<file path="src/rtl/core/lspe_pkg.sv">
// shared types and constants of the lsb stego payload extractor
// used by lspe_front, lspe_back and the top level; no dependencies
`default_nettype none

package lspe_pkg;

  localparam int unsigned MaxMagicBytesDefault = 8;
  localparam int unsigned CarrierWidth         = 8;
  localparam int unsigned SizeWidth            = 32;
  localparam int unsigned OutByteWidth         = 8;
  localparam int unsigned CfgAddrWidth         = 2;
  localparam int unsigned CfgDataWidth         = 64;

  localparam logic [7:0]  HeaderLengthReset = 8'd54;
  localparam logic [3:0]  MagicLengthReset  = 4'd2;
  localparam logic [63:0] MagicWordReset    = 64'd10787;

  // configuration register indexes
  localparam logic [CfgAddrWidth-1:0] CfgHeaderLength = 2'd0;
  localparam logic [CfgAddrWidth-1:0] CfgMagicLength  = 2'd1;
  localparam logic [CfgAddrWidth-1:0] CfgMagicWord    = 2'd2;

  typedef enum logic [2:0] {
    KIND_EXT_BYTE = 3'd0,
    KIND_PAY_BYTE = 3'd1,
    KIND_EXT_SIZE = 3'd2,
    KIND_PAY_SIZE = 3'd3,
    KIND_MAGIC_ERR = 3'd4
  } lspe_kind_e;

  // one decoded result as it travels through the queue
  typedef struct packed {
    lspe_kind_e            kind;
    logic [SizeWidth-1:0]  value;  // decoded byte in low bits, or a length
    logic                  last;
  } lspe_item_t;

  // push request from the front to the back
  typedef struct packed {
    logic       valid;
    lspe_item_t item;
  } lspe_push_t;

endpackage

`default_nettype wire

</file>
<file path="src/rtl/core/lspe_front.sv">
// front part: configuration registers, header skip, bit collection and field parse
// depends on lspe_pkg; produces at most one result per accepted carrier byte
`default_nettype none

module lspe_front
  import lspe_pkg::*;
#(
  parameter int unsigned MAX_MAGIC_BYTES = MaxMagicBytesDefault
) (
  input  wire logic                    clk_i,
  input  wire logic                    rst_ni,
  input  wire logic                    cfg_we_i,
  input  wire logic [CfgAddrWidth-1:0] cfg_addr_i,
  input  wire logic [CfgDataWidth-1:0] cfg_wdata_i,
  input  wire logic                    accept_i,
  input  wire logic [CarrierWidth-1:0] carrier_i,
  input  wire logic                    sof_i,
  output lspe_push_t                   push_o
);

  localparam int unsigned MagicIdxWidth = (MAX_MAGIC_BYTES > 1) ? $clog2(MAX_MAGIC_BYTES) : 1;
  localparam logic [3:0]  MagicMax      = 4'(MAX_MAGIC_BYTES);

  typedef enum logic [2:0] {
    PH_HEADER   = 3'd0,
    PH_MAGIC    = 3'd1,
    PH_EXT_SIZE = 3'd2,
    PH_EXT      = 3'd3,
    PH_PAY_SIZE = 3'd4,
    PH_PAYLOAD  = 3'd5,
    PH_DONE     = 3'd6,
    PH_HALT     = 3'd7
  } phase_e;

  logic [7:0]               header_length_q;
  logic [3:0]               magic_length_q;
  logic [63:0]              magic_word_q;

  phase_e                   phase_q, phase_d;
  logic [7:0]               header_cnt_q, header_cnt_d;
  logic [4:0]               bit_pos_q, bit_pos_d;
  logic [31:0]              asm_q, asm_d;
  logic [31:0]              remain_q, remain_d;
  logic [MagicIdxWidth-1:0] magic_idx_q, magic_idx_d;
  logic                     magic_diff_q, magic_diff_d;

  // state as seen by the current byte, after a possible restart
  phase_e                   ph;
  logic [7:0]               hc;
  logic [4:0]               bp;
  logic [31:0]              aw;
  logic [31:0]              rc;
  logic [MagicIdxWidth-1:0] mi;
  logic                     md;

  logic [31:0]              asm_new;
  logic [4:0]               bp_new;
  logic                     word_done;
  logic [3:0]               magic_cnt;
  logic [3:0]               magic_next;
  logic [7:0]               magic_expect;
  logic [31:0]              remain_dec;
  logic                     diff_new;

  always_ff @(posedge clk_i or negedge rst_ni) begin
    if (!rst_ni) begin
      header_length_q <= HeaderLengthReset;
      magic_length_q  <= MagicLengthReset;
      magic_word_q    <= MagicWordReset;
    end else if (cfg_we_i) begin
      case (cfg_addr_i)
        CfgHeaderLength: header_length_q <= cfg_wdata_i[7:0];
        CfgMagicLength:  magic_length_q  <= cfg_wdata_i[3:0];
        CfgMagicWord:    magic_word_q    <= cfg_wdata_i;
        default: ;
      endcase
    end
  end

  always_comb begin
    if (magic_length_q == 4'd0) begin
      magic_cnt = 4'd1;
    end else if (magic_length_q > MagicMax) begin
      magic_cnt = MagicMax;
    end else begin
      magic_cnt = magic_length_q;
    end
  end

  always_comb begin
    ph = sof_i ? PH_HEADER : phase_q;
    hc = sof_i ? 8'd0 : header_cnt_q;
    bp = sof_i ? 5'd0 : bit_pos_q;
    aw = sof_i ? 32'd0 : asm_q;
    rc = sof_i ? 32'd0 : remain_q;
    mi = sof_i ? '0 : magic_idx_q;
    md = sof_i ? 1'b0 : magic_diff_q;

    if (ph == PH_HEADER && hc >= header_length_q) begin
      ph = PH_MAGIC;
    end

    asm_new      = aw | (32'(carrier_i[0]) << bp);
    bp_new       = bp + 5'd1;
    word_done    = (ph == PH_EXT_SIZE || ph == PH_PAY_SIZE) ? (bp_new == 5'd0)
                                                            : (bp_new == 5'd8);
    magic_next   = 4'(mi) + 4'd1;
    magic_expect = 8'(magic_word_q >> {3'(mi), 3'b000});
    remain_dec   = rc - 32'd1;
    diff_new     = md | (asm_new[7:0] != magic_expect);

    phase_d      = phase_q;
    header_cnt_d = header_cnt_q;
    bit_pos_d    = bit_pos_q;
    asm_d        = asm_q;
    remain_d     = remain_q;
    magic_idx_d  = magic_idx_q;
    magic_diff_d = magic_diff_q;

    push_o.valid      = 1'b0;
    push_o.item.kind  = KIND_EXT_BYTE;
    push_o.item.value = 32'd0;
    push_o.item.last  = 1'b0;

    if (accept_i) begin
      // restart values become the state, even when the byte does nothing else
      phase_d      = ph;
      header_cnt_d = hc;
      bit_pos_d    = bp;
      asm_d        = aw;
      remain_d     = rc;
      magic_idx_d  = mi;
      magic_diff_d = md;

      case (ph)
        PH_DONE, PH_HALT: ;
        PH_HEADER: begin
          header_cnt_d = hc + 8'd1;
        end
        default: begin
          if (!word_done) begin
            asm_d     = asm_new;
            bit_pos_d = bp_new;
          end else begin
            asm_d     = 32'd0;
            bit_pos_d = 5'd0;
            case (ph)
              PH_MAGIC: begin
                magic_diff_d = diff_new;
                if (magic_next >= magic_cnt) begin
                  magic_idx_d = '0;
                  if (diff_new) begin
                    phase_d          = PH_HALT;
                    push_o.valid     = 1'b1;
                    push_o.item.kind = KIND_MAGIC_ERR;
                  end else begin
                    phase_d = PH_EXT_SIZE;
                  end
                end else begin
                  magic_idx_d = MagicIdxWidth'(magic_next);
                end
              end
              PH_EXT_SIZE: begin
                remain_d          = asm_new;
                phase_d           = (asm_new == 32'd0) ? PH_PAY_SIZE : PH_EXT;
                push_o.valid      = 1'b1;
                push_o.item.kind  = KIND_EXT_SIZE;
                push_o.item.value = asm_new;
              end
              PH_EXT: begin
                remain_d          = remain_dec;
                push_o.valid      = 1'b1;
                push_o.item.kind  = KIND_EXT_BYTE;
                push_o.item.value = {24'd0, asm_new[7:0]};
                if (remain_dec == 32'd0) begin
                  phase_d          = PH_PAY_SIZE;
                  push_o.item.last = 1'b1;
                end
              end
              PH_PAY_SIZE: begin
                remain_d          = asm_new;
                phase_d           = (asm_new == 32'd0) ? PH_DONE : PH_PAYLOAD;
                push_o.valid      = 1'b1;
                push_o.item.kind  = KIND_PAY_SIZE;
                push_o.item.value = asm_new;
              end
              PH_PAYLOAD: begin
                remain_d          = remain_dec;
                push_o.valid      = 1'b1;
                push_o.item.kind  = KIND_PAY_BYTE;
                push_o.item.value = {24'd0, asm_new[7:0]};
                if (remain_dec == 32'd0) begin
                  phase_d          = PH_DONE;
                  push_o.item.last = 1'b1;
                end
              end
              default: ;
            endcase
          end
        end
      endcase
    end
  end

  always_ff @(posedge clk_i or negedge rst_ni) begin
    if (!rst_ni) begin
      phase_q      <= PH_HEADER;
      header_cnt_q <= 8'd0;
      bit_pos_q    <= 5'd0;
      asm_q        <= 32'd0;
      remain_q     <= 32'd0;
      magic_idx_q  <= '0;
      magic_diff_q <= 1'b0;
    end else begin
      phase_q      <= phase_d;
      header_cnt_q <= header_cnt_d;
      bit_pos_q    <= bit_pos_d;
      asm_q        <= asm_d;
      remain_q     <= remain_d;
      magic_idx_q  <= magic_idx_d;
      magic_diff_q <= magic_diff_d;
    end
  end

endmodule

`default_nettype wire

</file>
<file path="src/rtl/core/lspe_back.sv">
// back part: two-entry result queue and output formatting
// depends on lspe_pkg; drives the output stream straight from queue registers
`default_nettype none

module lspe_back
  import lspe_pkg::*;
(
  input  wire logic                    clk_i,
  input  wire logic                    rst_ni,
  input  lspe_push_t                   push_i,
  output logic                         ready_o,
  output logic                         out_valid_o,
  input  wire logic                    out_ready_i,
  output lspe_kind_e                   out_kind_o,
  output logic [OutByteWidth-1:0]      out_byte_o,
  output logic [SizeWidth-1:0]         out_size_o,
  output logic                         out_last_o
);

  lspe_item_t mem_q [2];
  logic       wr_ptr_q, rd_ptr_q;
  logic [1:0] count_q;
  logic       do_push, do_pop;
  lspe_item_t head;

  assign ready_o     = (count_q != 2'd2);
  assign out_valid_o = (count_q != 2'd0);
  assign do_push     = push_i.valid;
  assign do_pop      = out_valid_o && out_ready_i;
  assign head        = mem_q[rd_ptr_q];

  always_ff @(posedge clk_i) begin
    if (do_push) begin
      mem_q[wr_ptr_q] <= push_i.item;
    end
  end

  always_ff @(posedge clk_i or negedge rst_ni) begin
    if (!rst_ni) begin
      wr_ptr_q <= 1'b0;
      rd_ptr_q <= 1'b0;
      count_q  <= 2'd0;
    end else begin
      if (do_push) wr_ptr_q <= ~wr_ptr_q;
      if (do_pop)  rd_ptr_q <= ~rd_ptr_q;
      case ({do_push, do_pop})
        2'b10:   count_q <= count_q + 2'd1;
        2'b01:   count_q <= count_q - 2'd1;
        default: count_q <= count_q;
      endcase
    end
  end

  // unused fields read as zero
  always_comb begin
    out_kind_o = head.kind;
    out_last_o = head.last;
    out_byte_o = 8'd0;
    out_size_o = 32'd0;
    case (head.kind)
      KIND_EXT_BYTE, KIND_PAY_BYTE: out_byte_o = head.value[7:0];
      KIND_EXT_SIZE, KIND_PAY_SIZE: out_size_o = head.value;
      default: ;
    endcase
  end

endmodule

`default_nettype wire

</file>
<file path="src/rtl/core/lsb_stego_payload_extractor_core.sv">
// top level of the lsb stego payload extractor
// depends on lspe_pkg, lspe_front and lspe_back
//
// usage:
// - input stream s_axis: one carrier file byte per transaction, tuser marks the
//   first byte of a new image and restarts the parse at that byte
// - output stream m_axis: one decoded item per transaction; tuser carries the
//   kind (extension byte, payload byte, extension size, payload size, magic
//   mismatch), tlast marks the final extension byte and final payload byte
// - cfg port: header length, magic length and magic word, written while idle
// - throughput: one carrier byte per cycle while the queue has a free entry; each
//   result is written into a queue register before it appears on m_axis
// - the front parses each byte in the accepting cycle and pushes its result
//   into a two-entry queue in the back, which drives m_axis from registers
// - when the receiver stalls, the queue fills and s_axis_tready drops once both
//   entries are taken; it rises again the cycle after a result leaves
// - reset restores the register defaults (header 54, magic length 2, magic
//   word 0x2A23), empties the queue and starts a fresh parse as if a start
//   mark had been seen
`default_nettype none

module lsb_stego_payload_extractor_core
  import lspe_pkg::*;
#(
  parameter int unsigned MAX_MAGIC_BYTES = MaxMagicBytesDefault
) (
  input  wire logic                    clk_i,
  input  wire logic                    rst_ni,
  // configuration write port
  input  wire logic                    cfg_we_i,
  input  wire logic [CfgAddrWidth-1:0] cfg_addr_i,
  input  wire logic [CfgDataWidth-1:0] cfg_wdata_i,
  // carrier byte stream
  input  wire logic                    s_axis_tvalid,
  output logic                         s_axis_tready,
  input  wire logic [7:0]              s_axis_tdata,   // [7:0] carrier_byte
  input  wire logic [0:0]              s_axis_tuser,   // [0] start_of_file
  // decoded item stream
  output logic                         m_axis_tvalid,
  input  wire logic                    m_axis_tready,
  output logic [39:0]                  m_axis_tdata,   // [7:0] out_byte, [39:8] size_value
  output logic [2:0]                   m_axis_tuser,   // [2:0] kind
  output logic                         m_axis_tlast    // last
);

  lspe_push_t              push;
  logic                    back_ready;
  logic                    in_accept;
  lspe_kind_e              out_kind;
  logic [OutByteWidth-1:0] out_byte;
  logic [SizeWidth-1:0]    out_size;

  assign s_axis_tready = back_ready;
  assign in_accept     = s_axis_tvalid && back_ready;

  // front: register file, header skip, lsb collection, field parse
  lspe_front #(
    .MAX_MAGIC_BYTES(MAX_MAGIC_BYTES)
  ) u_front (
    .clk_i      (clk_i),
    .rst_ni     (rst_ni),
    .cfg_we_i   (cfg_we_i),
    .cfg_addr_i (cfg_addr_i),
    .cfg_wdata_i(cfg_wdata_i),
    .accept_i   (in_accept),
    .carrier_i  (s_axis_tdata),
    .sof_i      (s_axis_tuser[0]),
    .push_o     (push)
  );

  // back: result queue and output formatting
  lspe_back u_back (
    .clk_i      (clk_i),
    .rst_ni     (rst_ni),
    .push_i     (push),
    .ready_o    (back_ready),
    .out_valid_o(m_axis_tvalid),
    .out_ready_i(m_axis_tready),
    .out_kind_o (out_kind),
    .out_byte_o (out_byte),
    .out_size_o (out_size),
    .out_last_o (m_axis_tlast)
  );

  assign m_axis_tdata = {out_size, out_byte};
  assign m_axis_tuser = out_kind;

endmodule

`default_nettype wire
</file>
<file path="config.mk">
export PLATFORM = sky130hd
export DESIGN_NAME = lsb_stego_payload_extractor_core
export DESIGN_NICKNAME = d
export VERILOG_FILES = /design/src/rtl/core/lspe_pkg.sv /design/src/rtl/core/lspe_front.sv /design/src/rtl/core/lspe_back.sv /design/src/rtl/core/lsb_stego_payload_extractor_core.sv
export SDC_FILE = /design/constraint.sdc
export NUM_CORES = 1
export LEC_CHECK = 0
export ABC_AREA = 0
export BUFFER_PORTS_ARGS = -buffer_cell sky130_fd_sc_hd__buf_2
export CORE_UTILIZATION = 60
export CTS_CLUSTER_SIZE = 40
export DETAILED_ROUTE_END_ITERATION = 7
export PLACE_DENSITY = 0.81
export REMOVE_ABC_BUFFERS = 1
export SYNTH_ARGS = -nofsm -noshare
export SYNTH_HDL_FRONTEND = slang
export SYNTH_HIERARCHICAL = 1
export SYNTH_SLANG_ARGS = --single-unit
</file>
<file path="constraint.sdc">
create_clock -name clk_i -period 6 [get_ports clk_i]
set_clock_uncertainty 0.2 [all_clocks]
set_input_delay 0.6 -clock clk_i [delete_from_list [all_inputs] [get_ports clk_i]]
set_output_delay 0.6 -clock clk_i [all_outputs]
set_load 0.03 [all_outputs]
</file>
# --- Yosys cells after proc, flatten, opt, wreduce, memory -nomap -nowiden ---
# Memories as Yosys holds them, arrays and structs flattened.
# Cells that the tools add are included.
word_totals:
  ff_bits: 164
  ram_bits: 72
  in_bits: 80
  word_cells: 117
  mem_count: 1
op_classes:
  add_sub_neg: 6
  order_cmp: 3
  eq_ne: 17
  shift: 2
  muxes: 49
  bitwise_logic: 4
  n_reduce_logical: 22
mem_list:
  columns: ["memory", "depth", "word_bits", "read_ports", "rd_clocked_by_memory_dff", "write_ports", "line_no", "rtl"]
  rows:
  - ["u_back.mem_q", 2, 36, 1, 0, 1, "lspe_back.sv:20", "lspe_item_t mem_q [2];"]
op_table:
  columns: ["cell", "count"]
  rows:
  - ["32-bit two-way mux", 7]
  - ["32-bit case mux with 2 select lines", 2]
  - ["37-bit two-way mux", 3]
  - ["32-bit zero test", 2]
  - ["64-bit by 6-bit >> shifter with 8-bit output", 1]
  - ["3-bit two-way mux", 14]
  - ["32-bit bitwise OR", 1]
  - ["1-bit by 5-bit << shifter with 32-bit output", 1]
  - ["32-bit by 1-bit subtractor with 32-bit output, second input constant", 1]
  - ["8-bit two-way mux", 3]
  - ["4-bit case mux with 5 select lines", 1]
  - ["4-bit two-way mux", 4]
  - ["5-bit two-way mux", 3]
  - ["3-bit case mux with 5 select lines", 1]
  - ["3-bit by 2-bit equality test with 1-bit output, second input constant", 4]
  - ["3-bit equality test, second input constant", 4]
  - ["3-bit zero test", 3]
  - ["1-bit two-way mux", 9]
  - ["8-bit by 1-bit adder with 8-bit output, second input constant", 1]
  - ["8-bit greater-or-equal comparator", 1]
  - ["8-bit != test", 1]
  - ["2-bit OR reduction", 4]
  - ["3-bit by 1-bit equality test with 1-bit output, second input constant", 2]
  - ["2-bit AND reduction", 3]
  - ["21 further kinds", 27]

# --- Logic depth before layout (Yosys ltp) ---
logic_depth:
  ltp_word: 13
  mapped_depth: 21
  depth_no_buf: 16

# --- By module ---
# Netlist, hierarchy kept.
modules_own_cells:
  columns: ["mod", "n_inst", "cells_each", "area_per_inst_um2", "seq_area_each_um2"]
  rows:
  - ["lspe_front", 1, 1085, 10088.4, 4017.6]
  - ["lspe_back", 1, 179, 3036.7, 2262.2]
  - ["lsb_stego_payload_extractor_core", 1, 1, 6.3, 0.0]

# --- Worst setup path before layout ---
# OpenSTA, ideal clock, no wires.
synth_timing:
  path_kind: "input -> register"
  start: "input s_axis_tuser"
  end: "memory u_back/mem_q[0][0] (netlist name), enable pin"
  setup_ps: 429
  t_arrival_ps: 5297
  t_required_ps: 5371
  path_slack_ps: 74
  stages: 18
  path_buffers: 7
  path_cell_list: "buf_2 > buf_6 > buf_6 > clkbuf_1 > clkbuf_1 > clkbuf_1 > clkbuf_1 > nor2_1 > ha_1 > ha_1 > a21o_1 > a21o_1 > a21oi_1 > a211oi_1 > a21oi_1 > nor2_1 > inv_1 > nor2_1"
synth_rtl:
  columns: ["element", "line_no", "rtl"]
  rows:
  - ["start, declared", "lsb_stego_payload_extractor_core.sv:37", "input wire logic [0:0] s_axis_tuser,"]
  - ["end, declared", "lspe_back.sv:20", null]

==> summary.md <==
| Metric | Value |
|---|---|
| Vias in the first global route | `slightly above 10000` |
| Crit path max fanout | `36` |
| First-pass iteration count of the detailed router | `6` |
| Hold wc startpoint | `cfg_wdata_i[29]` |
| Final Wtd Congestion | `0.959` |
| Top-count cell post-synth | `dfrtp_1` |
| First-pass GRT wire length | `53600 um` |
| R2R setup slack | `1.50 ns` |
| Dominant cells by area after synthesis | `dfrtp_1 (29%), edfxtp_1 (16%), mux2_2 (6.4%)` |
| Number of synthesized flops with an enable pin | `72` |
| Final wirelength | `33500 um` |
| Clock-pin slew on the worst setup and hold paths | `0.06 ns` |
| Crit start category | `flop` |
| FMAX | `0.222 GHz` |
| Fill count | `approximately 1600` |
| IO buf count | `118` |
| Tmin final | `between 4 and 5 ns` |
| Worst Setup SP | `u_front/phase_q[0]` |
| RSZ-0062 raised after global routing | `false` |
| Final max-slew violation count | `0` |
| Flops & latches, synth | `between 200 and 250` |
| Critical path endpoint category | `flop` |
| Least-Margin Pin Slew | `1.15 ns` |
| Multi-input gate area | `6250 um2` |
| N_diodes | `0` |
| Leak | `between 6 and 7 nW` |
| Most frequent cells after synthesis | `dfrtp_1 (153), nor2_1 (131), nand2_1 (95), mux2_2 (75), edfxtp_1 (72)` |
| Post-DRT Antenna Nets | `0` |
| Library cells used by synthesis | `92` |
| Cell row count | `53` |
| Die area | `between 20000 and 25000 um2` |
| Sequential cell area fraction in the yosys report | `around 48%` |
| H-tree Lvls | `1` |
| Hold slack | `roughly 0.095 ns` |
| Maxcap violations | `0` |
| Sum Neg Setup Slack | `0 ns` |
| Post-DP HPWL | `between 20000 and 25000 um` |
| Reg2reg start | `u_front/phase_q[0]` |
| Via count | `10500` |
| Via density | `6.46` |
| GRT overflow | `0` |
| Mean Syn Cell Area | `10.4 um2` |
| Die H | `~150 um` |
| Slew margin rel. | `22.9%` |
| CTS Buf Count | `25` |
| I/O pin cnt | `126` |
| Syn-to-layout area delta | `11.9%` |
| Final worst-path cycle share | `75.0%` |
| Final Hold Viols | `0` |
| Finish-stage setup viols | `0` |
| Final nets | `1438` |
| Reg area | `~6300 um2` |
| Routed length per instance | `20.5 um` |
| DRT iter0 DRCs | `about 1200` |
| Sink Count | `236` |
| Yosys top cell by area | `dfrtp_1` |
| Clk root buf | `clkbuf_16` |
| Status | `complete, no violations` |
| Die width | `150 um` |
| CTS tree | `built` |
| Top FF cell, synth | `dfrtp_1` |
| Largest net degree at the start of global routing | `65` |
| Synthesis warning total | `6` |
| Gr usage total | `30.5%` |
| Post-Syn Area | `around 13000 um2` |
| Post-synthesis cell count | `~1300` |
| Initial core utilization | `61.9%` |
| CP Data Arrival Time | `about 4.5 ns` |
| Core area | `21200 um2` |
| Clock Path Buffers | `3` |
| Clock latency on the worst-skew pair | `between 0.5 and 0.6 ns` |
| Drt drc | `0` |
| Ys async rst share | `~70%` |
| Yosys top cell area share | `29.2%` |
| Power density cells | `324 nW/um2` |
| Layout cells sized above 1 | `22.1%` |
| Worst IR drop on VDD | `0.270 mV` |
| Initial antenna violation count | `0` |
| Worst Hold Class | `input pin to flop` |
| Crit Path Category | `flop to flop` |
| Worst Path Required | `5.96 ns` |
worst paths after layout:
kind | cells after the start | endpoint
max in group asynchronous | 3 | u_back/rd_ptr_q
max reg2reg | 8 | u_back/mem_q[0][12]
min reg2reg | 1 | u_back/count_q[1]
min | 2 | u_front/magic_word_q[29]
max | 8 | u_back/mem_q[0][12]
min in group asynchronous | 2 | u_front/magic_word_q[50]
per-layer routing:
| layer | track usage, % | up-vias | routed length, um |
|---|---|---|---|
| li1 | - | 4816 | - |
| met1 | 41.2 | 5122 | 14000 |
| met2 | 49.5 | 535 | 15600 |
| met3 | 6.40 | 72 | 3070 |
| met4 | 9.49 | 0 | 860 |
| met5 | 0 | - | 0 |
area by class of cell:
class	count	share of cell area [%]
flip-flops and latches	236	42.8
multi-input cells	908	42.5
repair buffers	140	5.20
clock buffers	33	4.74
well taps	275	2.34
clock inverters	13	1.70
inverters	28	0.715
through the flow:
stage                     cell area (um2)  worst slack (ns)  utilization (%)  power [mW]  instances
after floorplan                     12600             0.765                -        2.70       1172
after global placement              13700              1.52             64.7        2.97       1586
after detailed placement            13700              1.42             64.7        3.01       1586
after CTS                           14700              1.63             69.2        4.78       1633
after global routing                14700              1.20             69.2        4.96       1633
final                               14700              1.50             69.2        4.76       1633
cells in the final DEF (no fill, tap or decap), types with 27 or more instances in the layout:
cell type and instances:
dfrtp_1 152, mux2_2 75, a21oi_1 59, nor3_1 36, nor2_1 130, mux2i_1 42, buf_2 117, o21ai_0 71
a22o_1 30, inv_1 27, edfxtp_1 72, nand2_1 95
timing repair:
item | CTS | global route
resized for setup | 0 | 0
hold buffers | 1 | 0
buffers inserted | 0 | 0
endpoints found under the hold margin | 57 | 0
cells by family (layout without fill, tap and decap cells):
family | after synthesis | in the layout | synth area share [%]
buf+inv | 121 | 214 | 4.75
compound gates | 299 | 299 | 15.4
xor+xnor | 39 | 39 | 2.60
fa+ha+maj | 19 | 19 | 1.81
flops | 236 | 236 | 47.8
simple gates | 426 | 426 | 16.6
mux | 125 | 125 | 11.0
sequential cells by signal, indices dropped and copies added, names as in the netlist:
name and cells:
u_back/rd_ptr_q 1, u_front/magic_diff_q 1, u_back/mem_q 72, u_front/magic_word_q 64
u_front/phase_q 3, u_back/count_q 2, u_front/asm_q 32, u_front/remain_q 32
u_front/magic_idx_q 3, u_front/header_length_q 8, u_front/bit_pos_q 5, u_front/magic_length_q 4
u_front/header_cnt_q 8, u_back/wr_ptr_q 1
report_power, final:
part	switching, mW	internal [mW]	total, mW
sequential	0.112	1.79	1.90
clock	0.643	1.12	1.76
combinational	0.641	0.457	1.10
critical path: stages, from the launching register on:
cell      delay (ns)
dfrtp_1         0.68
nor3_2          1.04
o21ai_0         0.39
a211oi_1        0.52
nand2_1         0.24
nor2_1          0.38
inv_1           0.13
nor2_2          0.10
buf_4           0.41
(Power assumes the default switching activity.)
